[config.mk]
export PLATFORM = sky130hd
export DESIGN_NAME = fixed_header_frame_receiver_top
export DESIGN_NICKNAME = d
export VERILOG_FILES = /design/src/rtl/fhfr_pkg.sv /design/src/rtl/fhfr_cell.sv /design/src/rtl/fhfr_hdr_match.sv /design/src/rtl/fixed_header_frame_receiver_top.sv
export VERILOG_INCLUDE_DIRS = /design/src /design/src/rtl
export SDC_FILE = /design/constraint.sdc
export NUM_CORES = 1
export LEC_CHECK = 0
export ABC_AREA = 1
export BUFFER_PORTS_ARGS = -buffer_cell sky130_fd_sc_hd__buf_2
export CAP_MARGIN = 20
export CORE_MARGIN = 2
export CORE_UTILIZATION = 25
export DETAILED_ROUTE_END_ITERATION = 16
export SYNTH_ARGS = -nofsm -noshare
export SYNTH_HDL_FRONTEND = slang
export SYNTH_HIERARCHICAL = 1
export SYNTH_SLANG_ARGS = --single-unit
export TNS_END_PERCENT = 100
[constraint.sdc]
create_clock -name clk -period 10.65 [get_ports clk]
set_input_delay 1.065 -clock clk [delete_from_list [all_inputs] [get_ports clk]]
set_output_delay 1.065 -clock clk [all_outputs]
set_load 0.03 [all_outputs]
[src/rtl/fixed_header_frame_receiver_top_macros.svh]
// ============================================================================
// Assertion macros for the fixed header frame receiver
// Clocked implication checks that compile out when ASSERT_OFF is set.
// ============================================================================
`ifndef FIXED_HEADER_FRAME_RECEIVER_TOP_MACROS_SVH
`define FIXED_HEADER_FRAME_RECEIVER_TOP_MACROS_SVH

`ifndef ASSERT_OFF
// Same-cycle implication.
`define FHFR_ASSERT_IMP(lbl, clk, rstn, ante, cons) \
    lbl: assert property (@(posedge clk) disable iff (!(rstn)) (ante) |-> (cons)) \
        else $error("fhfr assertion failed");
// Next-cycle implication.
`define FHFR_ASSERT_NXT(lbl, clk, rstn, ante, cons) \
    lbl: assert property (@(posedge clk) disable iff (!(rstn)) (ante) |=> (cons)) \
        else $error("fhfr assertion failed");
`else
`define FHFR_ASSERT_IMP(lbl, clk, rstn, ante, cons)
`define FHFR_ASSERT_NXT(lbl, clk, rstn, ante, cons)
`endif

`endif

[src/rtl/fhfr_pkg.sv]
// ============================================================================
// fhfr_pkg
// Shared widths, register indexes and reset values of the frame receiver.
// ============================================================================
`default_nettype none

package fhfr_pkg;

    localparam int BYTE_W          = 8;
    localparam int HEADER_BYTES    = 4;
    localparam int HDR_IDX_W       = 2;
    localparam int CFG_IDX_W       = 8;
    localparam int FRAME_BYTES_DEF = 16;

    // Configuration register indexes
    localparam logic [CFG_IDX_W-1:0] REG_HEADER_0  = 8'd0;
    localparam logic [CFG_IDX_W-1:0] REG_HEADER_1  = 8'd1;
    localparam logic [CFG_IDX_W-1:0] REG_NETWORK_ID = 8'd2;
    localparam logic [CFG_IDX_W-1:0] REG_REMOTE_ID = 8'd3;

    // Reset values of the header registers
    localparam logic [BYTE_W-1:0] RST_HEADER_0   = 8'd170;
    localparam logic [BYTE_W-1:0] RST_HEADER_1   = 8'd85;
    localparam logic [BYTE_W-1:0] RST_NETWORK_ID = 8'd1;
    localparam logic [BYTE_W-1:0] RST_REMOTE_ID  = 8'd2;

    typedef logic [BYTE_W-1:0] byte_t;
    typedef byte_t [HEADER_BYTES-1:0] hdr_bank_t;

endpackage

`default_nettype wire

[src/rtl/fhfr_cell.sv]
// ============================================================================
// fhfr_cell
// One byte cell of the frame shift chain.
// ============================================================================
`default_nettype none

module fhfr_cell
(
    input  wire logic           clk,
    input  wire logic           shift,
    input  wire fhfr_pkg::byte_t data_in,
    output fhfr_pkg::byte_t     data_out
);

    fhfr_pkg::byte_t data_reg;
    fhfr_pkg::byte_t data_next;

    // take the neighbor's byte on shift, else hold
    assign data_next = shift ? data_in : data_reg;

    always_ff @(posedge clk)
    begin
        data_reg <= data_next;
    end

    assign data_out = data_reg;

endmodule

`default_nettype wire

[src/rtl/fhfr_hdr_match.sv]
// ============================================================================
// fhfr_hdr_match
// Priority compare of a byte against the four header registers.
// ============================================================================
`default_nettype none

module fhfr_hdr_match
(
    input  wire fhfr_pkg::hdr_bank_t                   hdr,
    input  wire fhfr_pkg::byte_t                       rx_byte,
    input  wire logic [fhfr_pkg::HDR_IDX_W-1:0]        hdr_pos,
    output logic                                       hit
);

    logic [fhfr_pkg::HDR_IDX_W:0] first_idx;

    // first matching register wins; HEADER_BYTES means no match
    always_comb
    begin
        first_idx = (fhfr_pkg::HDR_IDX_W+1)'(fhfr_pkg::HEADER_BYTES);
        for (int k = fhfr_pkg::HEADER_BYTES - 1; k >= 0; k--)
        begin
            if (hdr[k] == rx_byte)
            begin
                first_idx = (fhfr_pkg::HDR_IDX_W+1)'(k);
            end
        end
    end

    assign hit = (first_idx == {1'b0, hdr_pos});

endmodule

`default_nettype wire

[src/rtl/fixed_header_frame_receiver_top.sv]
// ============================================================================
// fixed_header_frame_receiver_top
// Header-synchronized fixed length frame receiver with a shift-chain buffer.
// ============================================================================
// Usage:
//   cfg channel  : cfg_valid/cfg_ready with cfg_index and cfg_data. Indexes
//                  0..3 write header_byte_0, header_byte_1, network_id and
//                  remote_id; other indexes are ignored. cfg_ready is always
//                  high. Write only while the block is idle.
//   in channel   : one rx_byte per beat. The first four positions must match
//                  the header registers in turn; a mismatch drops the
//                  position to 0 and the offending byte is discarded.
//   out channel  : after the last byte of a frame, all FRAME_BYTES bytes are
//                  sent in order, one per beat, frame_last on the final one.
// Timing:
//   The completed frame appears on the out channel the cycle after its last
//   byte and drains at one beat per cycle while out_ready is high, so a frame
//   occupies FRAME_BYTES input beats plus FRAME_BYTES output beats. During
//   the drain in_ready is low: the single shift chain of byte cells serves
//   both filling and readout.
// Stalls: when out_ready is low the chain holds and the current beat stays.
// Reset: position and drain state clear, header registers take their reset
//   values; chain contents are undefined until filled by a frame.
// ============================================================================
`default_nettype none
`include "fixed_header_frame_receiver_top_macros.svh"

module fixed_header_frame_receiver_top
#(
    parameter int FRAME_BYTES = fhfr_pkg::FRAME_BYTES_DEF
)
(
    input  wire logic                            clk,
    input  wire logic                            rst_n,

    input  wire logic                            cfg_valid,
    output logic                                 cfg_ready,
    input  wire logic [fhfr_pkg::CFG_IDX_W-1:0]  cfg_index,
    input  wire logic [fhfr_pkg::BYTE_W-1:0]     cfg_data,

    input  wire logic                            in_valid,
    output logic                                 in_ready,
    input  wire logic [fhfr_pkg::BYTE_W-1:0]     rx_byte,

    output logic                                 out_valid,
    input  wire logic                            out_ready,
    output logic [fhfr_pkg::BYTE_W-1:0]          frame_byte,
    output logic                                 frame_last
);

    localparam int POS_W = $clog2(FRAME_BYTES);
    localparam logic [POS_W-1:0] LAST_POS = POS_W'(FRAME_BYTES - 1);
    localparam logic [POS_W-1:0] HDR_END  = POS_W'(fhfr_pkg::HEADER_BYTES);

    // ------------------------------------------------------------------
    // Header registers
    // ------------------------------------------------------------------
    fhfr_pkg::hdr_bank_t hdr_reg;
    fhfr_pkg::hdr_bank_t hdr_next;
    logic                cfg_write;

    assign cfg_ready = 1'b1;
    assign cfg_write = cfg_valid && cfg_ready && (cfg_index <= fhfr_pkg::REG_REMOTE_ID);

    always_comb
    begin
        hdr_next = hdr_reg;
        if (cfg_write)
        begin
            hdr_next[cfg_index[fhfr_pkg::HDR_IDX_W-1:0]] = cfg_data;
        end
    end

    always_ff @(posedge clk or negedge rst_n)
    begin
        if (!rst_n)
        begin
            hdr_reg[fhfr_pkg::REG_HEADER_0[fhfr_pkg::HDR_IDX_W-1:0]]   <= fhfr_pkg::RST_HEADER_0;
            hdr_reg[fhfr_pkg::REG_HEADER_1[fhfr_pkg::HDR_IDX_W-1:0]]   <= fhfr_pkg::RST_HEADER_1;
            hdr_reg[fhfr_pkg::REG_NETWORK_ID[fhfr_pkg::HDR_IDX_W-1:0]] <=
                fhfr_pkg::RST_NETWORK_ID;
            hdr_reg[fhfr_pkg::REG_REMOTE_ID[fhfr_pkg::HDR_IDX_W-1:0]]  <= fhfr_pkg::RST_REMOTE_ID;
        end
        else
        begin
            hdr_reg <= hdr_next;
        end
    end

    // ------------------------------------------------------------------
    // Position tracking and header match
    // ------------------------------------------------------------------
    logic [POS_W-1:0] pos_reg;
    logic [POS_W-1:0] pos_next;
    logic [POS_W-1:0] emit_cnt_reg;
    logic [POS_W-1:0] emit_cnt_next;
    logic             emit_reg;
    logic             emit_next;
    logic             in_fire;
    logic             out_fire;
    logic             in_header;
    logic             hdr_hit;
    logic             store;
    logic             shift;

    fhfr_hdr_match u_hdr_match
    (
        .hdr     (hdr_reg),
        .rx_byte (rx_byte),
        .hdr_pos (pos_reg[fhfr_pkg::HDR_IDX_W-1:0]),
        .hit     (hdr_hit)
    );

    assign in_ready  = !emit_reg;
    assign in_fire   = in_valid && in_ready;
    assign out_fire  = out_valid && out_ready;
    assign in_header = (pos_reg < HDR_END);
    assign store     = in_fire && (!in_header || hdr_hit);
    // fill and drain never overlap, so one shift serves both
    assign shift     = store || out_fire;

    always_comb
    begin
        pos_next      = pos_reg;
        emit_next     = emit_reg;
        emit_cnt_next = emit_cnt_reg;
        if (in_fire)
        begin
            if (!store)
            begin
                // drop back to frame start; this byte is not retried
                pos_next = '0;
            end
            else if (pos_reg == LAST_POS)
            begin
                pos_next      = '0;
                emit_next     = 1'b1;
                emit_cnt_next = '0;
            end
            else
            begin
                pos_next = pos_reg + 1'b1;
            end
        end
        if (out_fire)
        begin
            emit_cnt_next = emit_cnt_reg + 1'b1;
            if (emit_cnt_reg == LAST_POS)
            begin
                emit_next = 1'b0;
            end
        end
    end

    always_ff @(posedge clk or negedge rst_n)
    begin
        if (!rst_n)
        begin
            pos_reg      <= '0;
            emit_reg     <= 1'b0;
            emit_cnt_reg <= '0;
        end
        else
        begin
            pos_reg      <= pos_next;
            emit_reg     <= emit_next;
            emit_cnt_reg <= emit_cnt_next;
        end
    end

    // ------------------------------------------------------------------
    // Shift chain: new bytes enter at the tail, the head feeds the output
    // ------------------------------------------------------------------
    fhfr_pkg::byte_t chain_q [FRAME_BYTES];

    genvar gi;
    generate
        for (gi = 0; gi < FRAME_BYTES; gi++)
        begin : g_cell
            if (gi == FRAME_BYTES - 1)
            begin : g_tail
                fhfr_cell u_cell
                (
                    .clk      (clk),
                    .shift    (shift),
                    .data_in  (rx_byte),
                    .data_out (chain_q[gi])
                );
            end
            else
            begin : g_body
                fhfr_cell u_cell
                (
                    .clk      (clk),
                    .shift    (shift),
                    .data_in  (chain_q[gi+1]),
                    .data_out (chain_q[gi])
                );
            end
        end
    endgenerate

    assign out_valid  = emit_reg;
    assign frame_byte = chain_q[0];
    assign frame_last = (emit_cnt_reg == LAST_POS);

    // ------------------------------------------------------------------
    // Assertions
    // ------------------------------------------------------------------
    `FHFR_ASSERT_IMP(a_no_fill_in_drain, clk, rst_n, out_valid, !in_ready)
    `FHFR_ASSERT_NXT(a_drain_ends, clk, rst_n, out_fire && frame_last, !out_valid)
    `FHFR_ASSERT_NXT(a_frame_starts, clk, rst_n, store && (pos_reg == LAST_POS),
        out_valid && (emit_cnt_reg == '0) && (pos_reg == '0))
    `FHFR_ASSERT_IMP(a_idle_pos_zero, clk, rst_n, out_valid, pos_reg == '0)

endmodule

`default_nettype wire
-- After elaboration in Yosys (flattened, before gate mapping)
Index checks and enable logic that the tools add are counted.
- register bits after elaboration: 169
- input port bits: 29
- output and inout port bits: 12
- logic and storage cells: 67
- $add $sub $neg: 2
- $lt $le $gt $ge: 4
- equal/unequal tests: 7
- multiplexer cells: 18
- reductions and logical operators: 13
- operators with widths (operator ; count):
    $bwmux 32 ; 1
    $eq 8x8->1 ; 4
    $mux 4 ; 6
    $demux 8 s2 ; 1
    $mux 3 ; 4
    $add 4x1->4 const B ; 2
    $eq 4x4->1 const B ; 2
    $le 8x2->1 const B ; 1
    $mux 8 ; 1
    $reduce_bool 2->1 ; 3
    $logic_and 1x1->1 ; 5
    $mux 1 ; 5
    $lt 4x3->1 const B ; 1
    $eq 3x2->1 ; 1
    $lt 2x3->1 const B ; 1
    $reduce_and 3->1 ; 1
    $ge 2x1->1 const B ; 1
    $logic_not 1->1 ; 2
    $logic_or 1x1->1 ; 2

-- Logic depth before layout (Yosys ltp)
Gate-level depths: netlist (run 1).
- depth in word-level cells: 12
- mapped depth: 17
- depth with buffers taken out: 16

-- By module
Netlist (run 1), hierarchy kept.
- by module, submodules not included (module ; instances ; cells each ; area an instance (µm²) ; sequential area each (µm²)):
    fhfr_cell ; 16 ; 8 ; 240.2 ; 240.2
    fixed_header_frame_receiver_top ; 1 ; 209 ; 1804.2 ; 1038.5
    fhfr_hdr_match ; 1 ; 155 ; 671.9 ; 0.0

-- Least setup slack after synthesis (run 1)
No wires, ideal clock.
- path type: input-to-reg
- start point: input rx_byte[5] (netlist name)
- end point: register g_cell[0].g_body.u_cell.data_reg[0], enable pin
- setup time: 1118 ps
- data arrival time: 4150 ps
- data required time: 9532 ps
- setup slack: 5382 ps
- stages: 16
- path buffers: 1
- cell sequence: buf_4 -> inv_2 -> nand2_1 -> nand2_1 -> nor2_1 -> nand2_1 -> nor2_2 -> inv_1 -> nand2_1 -> nand2_1 -> nand2_1 -> nor2_2 -> nor2_1 -> nand2_1 -> nand2_1 -> nand2_1
- cells in the longest elaborated chain, start to end: 9
- elaborated cells on any way between the ends: 12
- classes of those cells: eq/ne (5); mux (4); reduce/logical (3)
- ends and longest elaborated chain (what ; line ; text):
    start: declaration ; fixed_header_frame_receiver_top.sv:43 ; input wire logic [fhfr_pkg::BYTE_W-1:0] rx_byte,
    $eq 8x8->1 ; fhfr_hdr_match.sv:23 ; if (hdr[k] == rx_byte)
    $mux 3 (3 in a row) ; fhfr_hdr_match.sv:23 ;
    $mux 3 * ; fhfr_hdr_match.sv:23 ;
    $eq 3x2->1 * ; fhfr_hdr_match.sv:30 ; assign hit = (first_idx == {1'b0, hdr_pos});
    via hdr_hit ; fixed_header_frame_receiver_top.sv:102 ; logic hdr_hit;
    $logic_or 1x1->1 * ; fixed_header_frame_receiver_top.sv:118 ; assign store = in_fire && (!in_header || hdr_hit);
    $logic_and 1x1->1 * ; fixed_header_frame_receiver_top.sv:118 ;
    $logic_or 1x1->1 * ; fixed_header_frame_receiver_top.sv:120 ; assign shift = store || out_fire;
    via shift ; fixed_header_frame_receiver_top.sv:104 ; logic shift;
    end signal: assignment ; fhfr_cell.sv:23 ; data_reg <= data_next;
    end: declaration ; fhfr_cell.sv:15 ; fhfr_pkg::byte_t data_reg;
Mark *: on every way through the listed nets, which the timed path passes. The rest lies on a longest branch.
A chain may end at the register's enable or synchronous reset.

-- Worst setup path in the final report (run 1)
- start point: input rx_byte[5] (netlist name)
- end point: register g_cell[6].g_body.u_cell.data_reg[7], enable pin
- cells in the longest elaborated chain, start to end: 9
- elaborated cells on any way between the ends: 12
- classes of those cells: eq/ne (5); mux (4); reduce/logical (3)
- ends and longest elaborated chain (what ; line):
    $eq 8x8->1 ; fhfr_hdr_match.sv:23
    $mux 3 (3 in a row) ; fhfr_hdr_match.sv:23
    $mux 3 * ; fhfr_hdr_match.sv:23
    $eq 3x2->1 * ; fhfr_hdr_match.sv:30
    via hdr_hit ; fixed_header_frame_receiver_top.sv:102
    $logic_or 1x1->1 * ; fixed_header_frame_receiver_top.sv:118
    $logic_and 1x1->1 * ; fixed_header_frame_receiver_top.sv:118
    $logic_or 1x1->1 * ; fixed_header_frame_receiver_top.sv:120
    via shift ; fixed_header_frame_receiver_top.sv:104
    end signal: assignment ; fhfr_cell.sv:23
    end: declaration ; fhfr_cell.sv:15
Marks and branches as above.

==> results.txt, run 1 <==
Total GRT Usage: 7.844%
Sequential share of the synthesized area: 77.25%
P_int: 1363 uW
Diode count: 0
CTS root buf: clkbuf_16
Crit-path slowest cell: buf_4
Area contributors post-synth: edfxtp_1 61%, dfrtp_1 12%, nand2_1 9.7%
Worst Setup SP: rx_byte[5]
Most used cell, CP: nand2_1
Yosys top cell area share: 60.82%
CTS resizes: 0
Final min period: 3841 ps
Num CTS Buffers: 17
First-pass GRT wire length: 16090 um
Least-Margin Pin Slew: 946.7 ps
FILL cells: 2556
Initial antenna violation count: 0
CP endpoint kind: flop
CP cell instances: buf_2, inv_2, nand2_1, nand2_1, nor2_1, nand2_1, nor2_1, nand2_1, nand2_2, nand2_1, nand2_1, nand2_1, nor2_2, nor2_1, nand2_1, nand2_1, nand2_4, buf_4
Peak VDD IR: 105.1 uV
Initial Util: 25.32%
Pleak: 0.002980 uW
Routed Antenna Nets: 0
Unrepaired setup endpoints after global routing: no
Pwr Density: 244.4 mW/mm^2
Iter 0 DRT Violations: 180
Register Area: 0.004882 sq mm
Cts hold-fix bufs: 0
Vias per cell: 3.903
Setup TNS: 0 ps
Post-synth cell types: 22
CTS clk-pin slew, worst paths: 60 ps
Max_cap viols: 0
Max Clock Skew: 10.70 ps
Core Footprint: 0.02496 sq mm
Slew Limit Fails: 0
Non-Filler Instances: 888
Reg2Reg Depth: 17
P&R area growth vs syn: 17.78%
Post-synth EDFFs: 128
Asr flop ratio synth: 24.26%
Hold Path Stages: 0
Sw Pwr: 456.0 uW
Sequential fraction of design power: 57.2%
CP Class: in -> reg
Setup bufs post-CTS: 0
Vias in the first global route: 3345
DRC errors left: 0
CP required: 10680 ps
CP max FO: 79
TritonCTS clock tree: yes
Flop2flop setup slack: 7250 ps
DRT Pass-1 Iters: 4
Worst r2r src: hdr_reg[25]
Syn_nets: 523
Synth Cell Area: 0.006320 sq mm
Endpoints failing setup: 0
Total gr overflow: 0
FP Rows: 58
Final hold vios: 0
# H-tree levels: 4
Placed Cells: 856
Max_slew headroom: 36.89%
Crit-path max cell delay: 840 ps
Syn Inst Count: 492
FF-to-FF End: g_cell[6].g_body.u_cell/data_out[7]
Clock buffer depth: 2
Hold crit path type: reg -> reg
Largest net degree at the start of global routing: 80
Yosys warns: 6
Avg WL per Cell: 10.85 um
Placed Instance Area: 0.006898 sq mm
Clock tree sinks: 169
Final period util: 36.07%
Clock Latency Late Sink: 420 ps
Crit path max-delay family: simple AND/OR/NAND/NOR gates
Detail Placement HPWL: 5829 um
Die Area: 0.02657 sq mm
Via count: 3466
I/O Pins: 41
Hold EP: g_cell[14].g_body.u_cell/data_out[2]
Total power: 1819 uW
Commonest non-fill, non-tap cells in the layout: 163 x nand2_1, 128 x edfxtp_1, 47 x nand3_1, 39 x buf_2, 37 x inv_1
Placer Congestion: 0.8023
Die Ht: 163.0 um
Main synth FF type: edfxtp_1
Number of synthesized register bits: 169
FMAX: 260.3 MHz
Crit path buffers/inverters: 3
Area occupied by multi-input gates: 0.001239 sq mm
Status: complete, no violations
Layout cells sized above 1: 16.13%
Post-Syn Area per Cell: 12.85 sq um
Max reg flops: 120
Worst slack at placement: 6354 ps
Port-buffer cells: 39
Sw Share: 25.06%
Hold_sp: g_cell[15].g_tail.u_cell/data_out[2]
Clk network pwr share: 31.4%
Final WL: 9634 um
Most common cell after layout, fill and taps aside: nand2_1
Worst setup SP type: primary input
Yosys top cell by area: edfxtp_1
Combinational Power Share: 11.4%
Die X-Extent: 163.0 um
Fin area: 0.007443 sq mm
Min setup slack post-route: 6809 ps
Arr. time, crit path: 3870 ps
Final nets: 576
-- how the worst max path moves through the flow --
| stage | slack (ps) | end | cells after the start |
|---|---|---|---|
| floorplan | 5380 | g_cell[0].g_body.u_cell/data_out[0] | 16 |
| global placement | 6470 | g_cell[5].g_body.u_cell/data_out[5] | 18 |
| detailed placement | 6350 | g_cell[4].g_body.u_cell/data_out[5] | 18 |
| CTS | 6790 | g_cell[3].g_body.u_cell/data_out[5] | 18 |
| global route | 6530 | g_cell[3].g_body.u_cell/data_out[4] | 18 |
| finish | 6810 | g_cell[6].g_body.u_cell/data_out[7] | 18 |
-- kinds of logic (layout without fill, tap and decap cells) --
logic type | after synthesis | after routing | share of synthesized area [%]
buffers and inverters | 49 | 115 | 3.267
XOR/XNOR | 15 | 15 | 2.079
other | 1 | 1 | 0.05934
AND/OR/NAND/NOR | 247 | 247 | 16.16
adder cells (fa/ha/maj) | 2 | 2 | 0.3959
flip-flops | 169 | 169 | 77.25
AO/OA/AOI/OAI | 9 | 9 | 0.7920
-- synthesized netlist by cell type (all sizes together) (2+ instances only) --
master,instances
edfxtp,128
nor2,31
xnor2,6
dfrtp,31
buf,6
inv,43
dfstp,10
o21ai,6
ha,2
nand4,2
xor2,9
nand2,165
nand3,47
o22ai,2
-- power by group through the flow --
stage | sequential, uW | clock (uW) | combinational [uW]
after floorplan | 1080 | 0 | 124
after global placement | 1050 | 0 | 206
after detailed placement | 1060 | 0 | 211
after CTS | 1040 | 590 | 211
after global routing | 1060 | 621 | 235
final | 1040 | 572 | 207
-- stage by stage --
step	hold WS [ps]	util, %
6_report	413.6	29.82
5_1_grt	415.8	29.82
4_1_cts	414.0	29.82
3_5_place_dp	404.5	27.63
3_3_place_gp	400.4	27.63
2_1_floorplan	400.3	-
-- final cells by class --
class / count / area share, %
Clock buffer: 24 / 6.337
Clock inverter: 8 / 0.9918
Inverter: 43 / 2.168
Multi-Input combinational cell: 274 / 16.64
Sequential cell: 169 / 65.59
Tap cell: 330 / 5.547
Timing Repair Buffer: 40 / 2.723
-- per-layer routing --
layer | GRT usage [%] | vias to the layer above | share of wire [%]
met5 | 0 | - | 0
li1 | - | 1752 | -
met3 | 3.336 | 6 | 5.0
met4 | 3.218 | 0 | 1.1
met2 | 11.79 | 82 | 45
met1 | 9.951 | 1626 | 49
No activity file was read; power rests on OpenSTA's default activity.
==> run 2, diff against run 1 <==
clock period = 3.4 ns   (was 10.65 ns; I/O delays follow)
==> run 2 against run 1 <==
Via count fell by 0.26%; flip-flop and latch count unchanged; clock skew up 1.1 ps; critical path depth shrank 3; sequential power rose to 3.1 times the previous value; core utilization up 0.40 points; register-to-register slack worse by 6500 ps; power grew to 3.2 times the previous value; die area unchanged; worst setup slack got worse by 6000 ps; cell count up 0.23%.
==> results.txt, run 2 (synthesis gave the netlist of run 1 again) <==
Crit-path max cell delay: 550 ps
TritonCTS clock tree: yes
CP endpoint kind: flop
Final min period: 2630 ps
First-pass GRT wire length: 15940 um
Num CTS Buffers: 17
Total gr overflow: 0
Status: complete, no violations
Clock Latency Late Sink: 420 ps
Crit path max-delay family: simple AND/OR/NAND/NOR gates
Most common cell after layout, fill and taps aside: nand2_1
Worst setup SP type: flop
Initial Util: 25.32%
Peak VDD IR: 370.6 uV
Port-buffer cells: 39
Worst hold margin: 43.58 ps
Endpoints failing setup: 0
CP Class: reg -> reg
Placer Congestion: 0.8205
Crit-path slowest cell: dfstp_2
Largest net degree at the start of global routing: 47
FMAX: 380.3 MHz
Final nets: 578
Total GRT Usage: 7.713%
Vias per cell: 3.884
Cts hold-fix bufs: 0
Final hold vios: 0
Pwr Density: 779.1 mW/mm^2
DRT Pass-1 Iters: 4
I/O Pins: 41
FP Rows: 58
Max Clock Skew: 11.79 ps
Detail Placement HPWL: 5828 um
CTS clk-pin slew, worst paths: 70 ps
CP max FO: 46
Crit path buffers/inverters: 3
Setup TNS: 0 ps
Final period util: 77.34%
CP cell instances: inv_1, nand2_1, nand2_1, nor2_1, nand2_1, nor2_2, inv_1, nand3_1, nand2_1, nor2_2, nor2_1, nand2_1, nand2_1, nand2_8, buf_4
Unrepaired setup endpoints after global routing: no
Pleak: 0.003012 uW
Max reg flops: 120
CTS root buf: clkbuf_16
Most used cell, CP: nand2_1
Routed Antenna Nets: 0
CTS resizes: 0
Diode count: 0
Iter 0 DRT Violations: 244
CP required: 3500 ps
Least-Margin Pin Slew: 908.2 ps
Layout cells sized above 1: 16.79%
Clock buffer depth: 2
Commonest non-fill, non-tap cells in the layout: 163 x nand2_1, 128 x edfxtp_1, 47 x nand3_1, 39 x buf_2, 37 x inv_1
Via count: 3457
Arr. time, crit path: 2730 ps
Final WL: 9328 um
Core Footprint: 0.02496 sq mm
Setup bufs post-CTS: 0
Die X-Extent: 163.0 um
Avg WL per Cell: 10.48 um
Max_cap viols: 0
Vias in the first global route: 3279
Max_slew headroom: 39.45%
Die Area: 0.02657 sq mm
DRC errors left: 0
Die Ht: 163.0 um
Slew Limit Fails: 0
P&R area growth vs syn: 19.36%
# H-tree levels: 4
Initial antenna violation count: 0
Hold crit path type: in -> async
Clock tree sinks: 169
## run 2: through the flow
| step | power (uW) | worst slack, ps | utilization (%) | area [sq um] | cells |
|---|---|---|---|---|---|
| finish | 5877 | 770.4 | 30.22 | 7543 | 890 |
| global route | 6207 | 548.9 | 30.22 | 7543 | 890 |
| CTS | 5970 | 752.5 | 30.22 | 7543 | 890 |
| detailed placement | 4012 | 660.2 | 27.83 | 6947 | 858 |
| global placement | 3972 | 701.2 | 27.83 | 6947 | 858 |
| floorplan | 3743 | 28.03 | - | 6322 | 492 |
## run 2: path summary, 6_finish.rpt
| path | from | end | slack [ps] | cells past startpoint |
|---|---|---|---|---|
| setup / recovery | hdr_reg[5] | g_cell[1].g_body.u_cell/data_out[5] | 770 | 15 |
| hold / removal | rst_n | emit_cnt_reg[3] | 40 | 1 |
| setup reg to reg | hdr_reg[5] | g_cell[1].g_body.u_cell/data_out[5] | 770 | 15 |
| hold reg to reg | g_cell[5].g_body.u_cell/data_out[1] | g_cell[4].g_body.u_cell/data_out[1] | 420 | 0 |
| max in group asynchronous | rst_n | hdr_reg[2] | 2770 | 1 |
| min in group clk | cfg_data[0] | hdr_reg[8] | 180 | 3 |
## run 2: metal layers
metal,up-vias,GRT usage (%),part of all wire (%)
met1,1610,9.949,47
li1,1758,-,-
met5,-,0,0
met3,10,3.259,6.0
met4,0,2.414,1.3
met2,79,11.77,45
## run 2: worst register-to-register path, cell delays in order (launching register included)
cell and delay, ps:
dfstp_2 550, inv_1 40, nand2_1 50, nand2_1 60, nor2_1 120, nand2_1 100, nor2_2 150, inv_1 70
nand3_1 70, nand2_1 60, nor2_2 70, nor2_1 40, nand2_1 70, nand2_1 170, nand2_8 340, buf_4 350
## run 2: area by class of cell
| type | instances | area, sq um |
|---|---|---|
| multi-input combinational | 274 | 1247 |
| clock inverter | 12 | 150.1 |
| inverter | 43 | 161.4 |
| clock buffer | 20 | 446.7 |
| tap | 330 | 412.9 |
| timing repair buffer | 42 | 242.7 |
| fill | 2557 | 17420 |
| sequential | 169 | 4882 |
## run 2: where the power goes
group,internal [uW],switching (uW),total (uW),leakage (uW)
clock network,1170,761,1930,0.000276
logic,193,504,697,0.000980
registers,3060,184,3250,0.00176
total,4430,1450,5880,0.00301
==> run 3, diff against run 2 <==
clock period = 2.4 ns   (was 3.4 ns; I/O delays follow)
==> run 3 against run 2 <==
Clock power is 30% higher; largest cell class unchanged; core utilization is 1.2 points higher; sequential share of layout area is 2.6 points lower; maximum frequency is 16% higher; via count is 2.1% higher; critical path depth stayed put.
==> results.txt, run 3 (synthesis gave the netlist of run 1 again) <==
Status: complete, no violations
Worst r2r src: hdr_reg[14]
Slew Limit Fails: 0
Diode count: 0
Combinational Power Share: 16.8%
FF-to-FF End: g_cell[2].g_body.u_cell/data_out[1]
Worst hold margin: 73.88 ps
Most common cell after layout, fill and taps aside: nand2_1
Port-buffer cells: 39
Total GRT Usage: 8.299%
Initial antenna violation count: 0
I/O Pins: 41
Die Ht: 163.0 um
FP Rows: 58
Hold EP: hdr_reg[5]
Sw Pwr: 2227 uW
DRC errors left: 0
Detail Placement HPWL: 6673 um
CP endpoint kind: flop
Clock Latency Late Sink: 430 ps
Pwr Density: 1094 mW/mm^2
Placer Congestion: 0.7632
Total power: 8593 uW
Iter 0 DRT Violations: 213
DRT Pass-1 Iters: 4
Worst slack at placement: 58.35 ps
CTS root buf: clkbuf_16
Routed Antenna Nets: 0
Hold crit path type: in -> reg
Clk network pwr share: 29.1%
Endpoints failing setup: 0
Least-Margin Pin Slew: 950.4 ps
Max_slew headroom: 36.64%
Unrepaired setup endpoints after global routing: yes
Max_cap viols: 0
Final period util: 94.86%
CP Class: reg -> reg
Fin area: 0.007855 sq mm
Hold Path Stages: 3
Final hold vios: 0
Avg WL per Cell: 11.35 um
Total gr overflow: 0
CP max FO: 7
Largest net degree at the start of global routing: 42
Final min period: 2277 ps
FMAX: 439.3 MHz
Initial Util: 25.32%
Die Area: 0.02657 sq mm
Layout cells sized above 1: 21.29%
Commonest non-fill, non-tap cells in the layout: 161 x nand2_1, 128 x edfxtp_1, 47 x nand3_1, 39 x buf_2, 36 x inv_1
Core Footprint: 0.02496 sq mm
Sw Share: 25.92%
First-pass GRT wire length: 16730 um
Worst setup SP type: flop
Flop2flop setup slack: 120 ps
Setup TNS: 0 ps
Worst Setup SP: hdr_reg[14]
CTS clk-pin slew, worst paths: 60 ps
Final nets: 606
Die X-Extent: 163.0 um
Vias per cell: 3.847
Hold_sp: cfg_data[5]
Num CTS Buffers: 17
Max Clock Skew: 13.30 ps
Min setup slack post-route: 123.5 ps
Max reg flops: 120
Clock buffer depth: 2
Final WL: 10400 um
P_int: 6366 uW
# H-tree levels: 4
Placed Instance Area: 0.007057 sq mm
Reg2Reg Depth: 15
Vias in the first global route: 3463
Arr. time, crit path: 2420 ps
P&R area growth vs syn: 24.29%
TritonCTS clock tree: yes
CP required: 2540 ps
Sequential fraction of design power: 54.1%
Via count: 3528
Peak VDD IR: 519.9 uV
FILL cells: 2542
Clock tree sinks: 169
Pleak: 0.003180 uW
## run 3: cell types whose count changed in the layout (fill, tap and decap cells not counted), sizes merged
cell	previous run	this run
clkinvlp	5	4
bufinv	3	1
inv	43	44
dlygate4sd3	0	1
clkinv	4	5
clkbuf	20	24
nand2	165	167
buf	42	63
## run 3: cell type report
cell class                 instances  area, sq um  area share, %
sequential                       169         4882          62.15
multi-input combinational        276         1305          16.61
timing repair buffer              68        556.8          7.088
clock buffer                      20        436.7          5.559
tap                              330        412.9          5.256
inverter                          43        161.4          2.055
clock inverter                    11        100.1          1.274
## run 3: critical path: stages (launching register included)
cell       delay, ps
dfstp_2          540
xor2_1           130
nor2_1            60
buf_4            130
nand2_2           50
nor2_2            40
nor2_2            90
nand2_1           60
nand2_1           60
nand2_1           60
nor2_2            90
nor2_1            40
nand2_1          120
nand2_4          150
nand2_8          180
clkbuf_16        180
## run 3: per-stage QoR
step | utilization (%) | instances
global placement | 28.27 | 871
global route | 31.47 | 917
finish | 31.47 | 917
detailed placement | 28.27 | 871
floorplan | - | 492
CTS | 30.46 | 903
## run 3: power by group through the flow
stage | Clock, uW | Sequential [uW] | Combinational [uW]
after floorplan | 0 | 4710 | 570
final | 2500 | 4650 | 1450
after detailed placement | 0 | 4710 | 1130
after CTS | 2570 | 4660 | 1130
after global routing | 2690 | 4740 | 1600
after global placement | 0 | 4670 | 1100
## run 3: worst max-delay path by stage
stage                                                 endpoint  slack (ps)  cells after the start
after detailed placement  g_cell[10].g_body.u_cell/data_out[7]          60                     15
after global routing       g_cell[2].g_body.u_cell/data_out[0]         -70                     16
after global placement     g_cell[9].g_body.u_cell/data_out[5]         100                     15
after floorplan            g_cell[0].g_body.u_cell/data_out[0]          10                     15
final                      g_cell[2].g_body.u_cell/data_out[1]         120                     15
after CTS                  g_cell[9].g_body.u_cell/data_out[7]          50                     15
## run 3: metal layers
metal	vias to the layer above	GRT usage (%)	share of wire (%)	routed length, um
li1	1813	-	-	-
met1	1637	9.833	46	4779
met2	68	13.54	49	5070
met3	10	3.310	4.5	467
met4	0	3.218	0.84	87
met5	-	0	0	0
## run 3: repair_timing
item / 4_1_cts / 5_1_grt
setup endpoints to repair: 0 / 123
buffers inserted: 0 / 6
hold buffers: 1 / 0
endpoints found under the hold margin: 30 / 0
gates resized for setup: 0 / 17
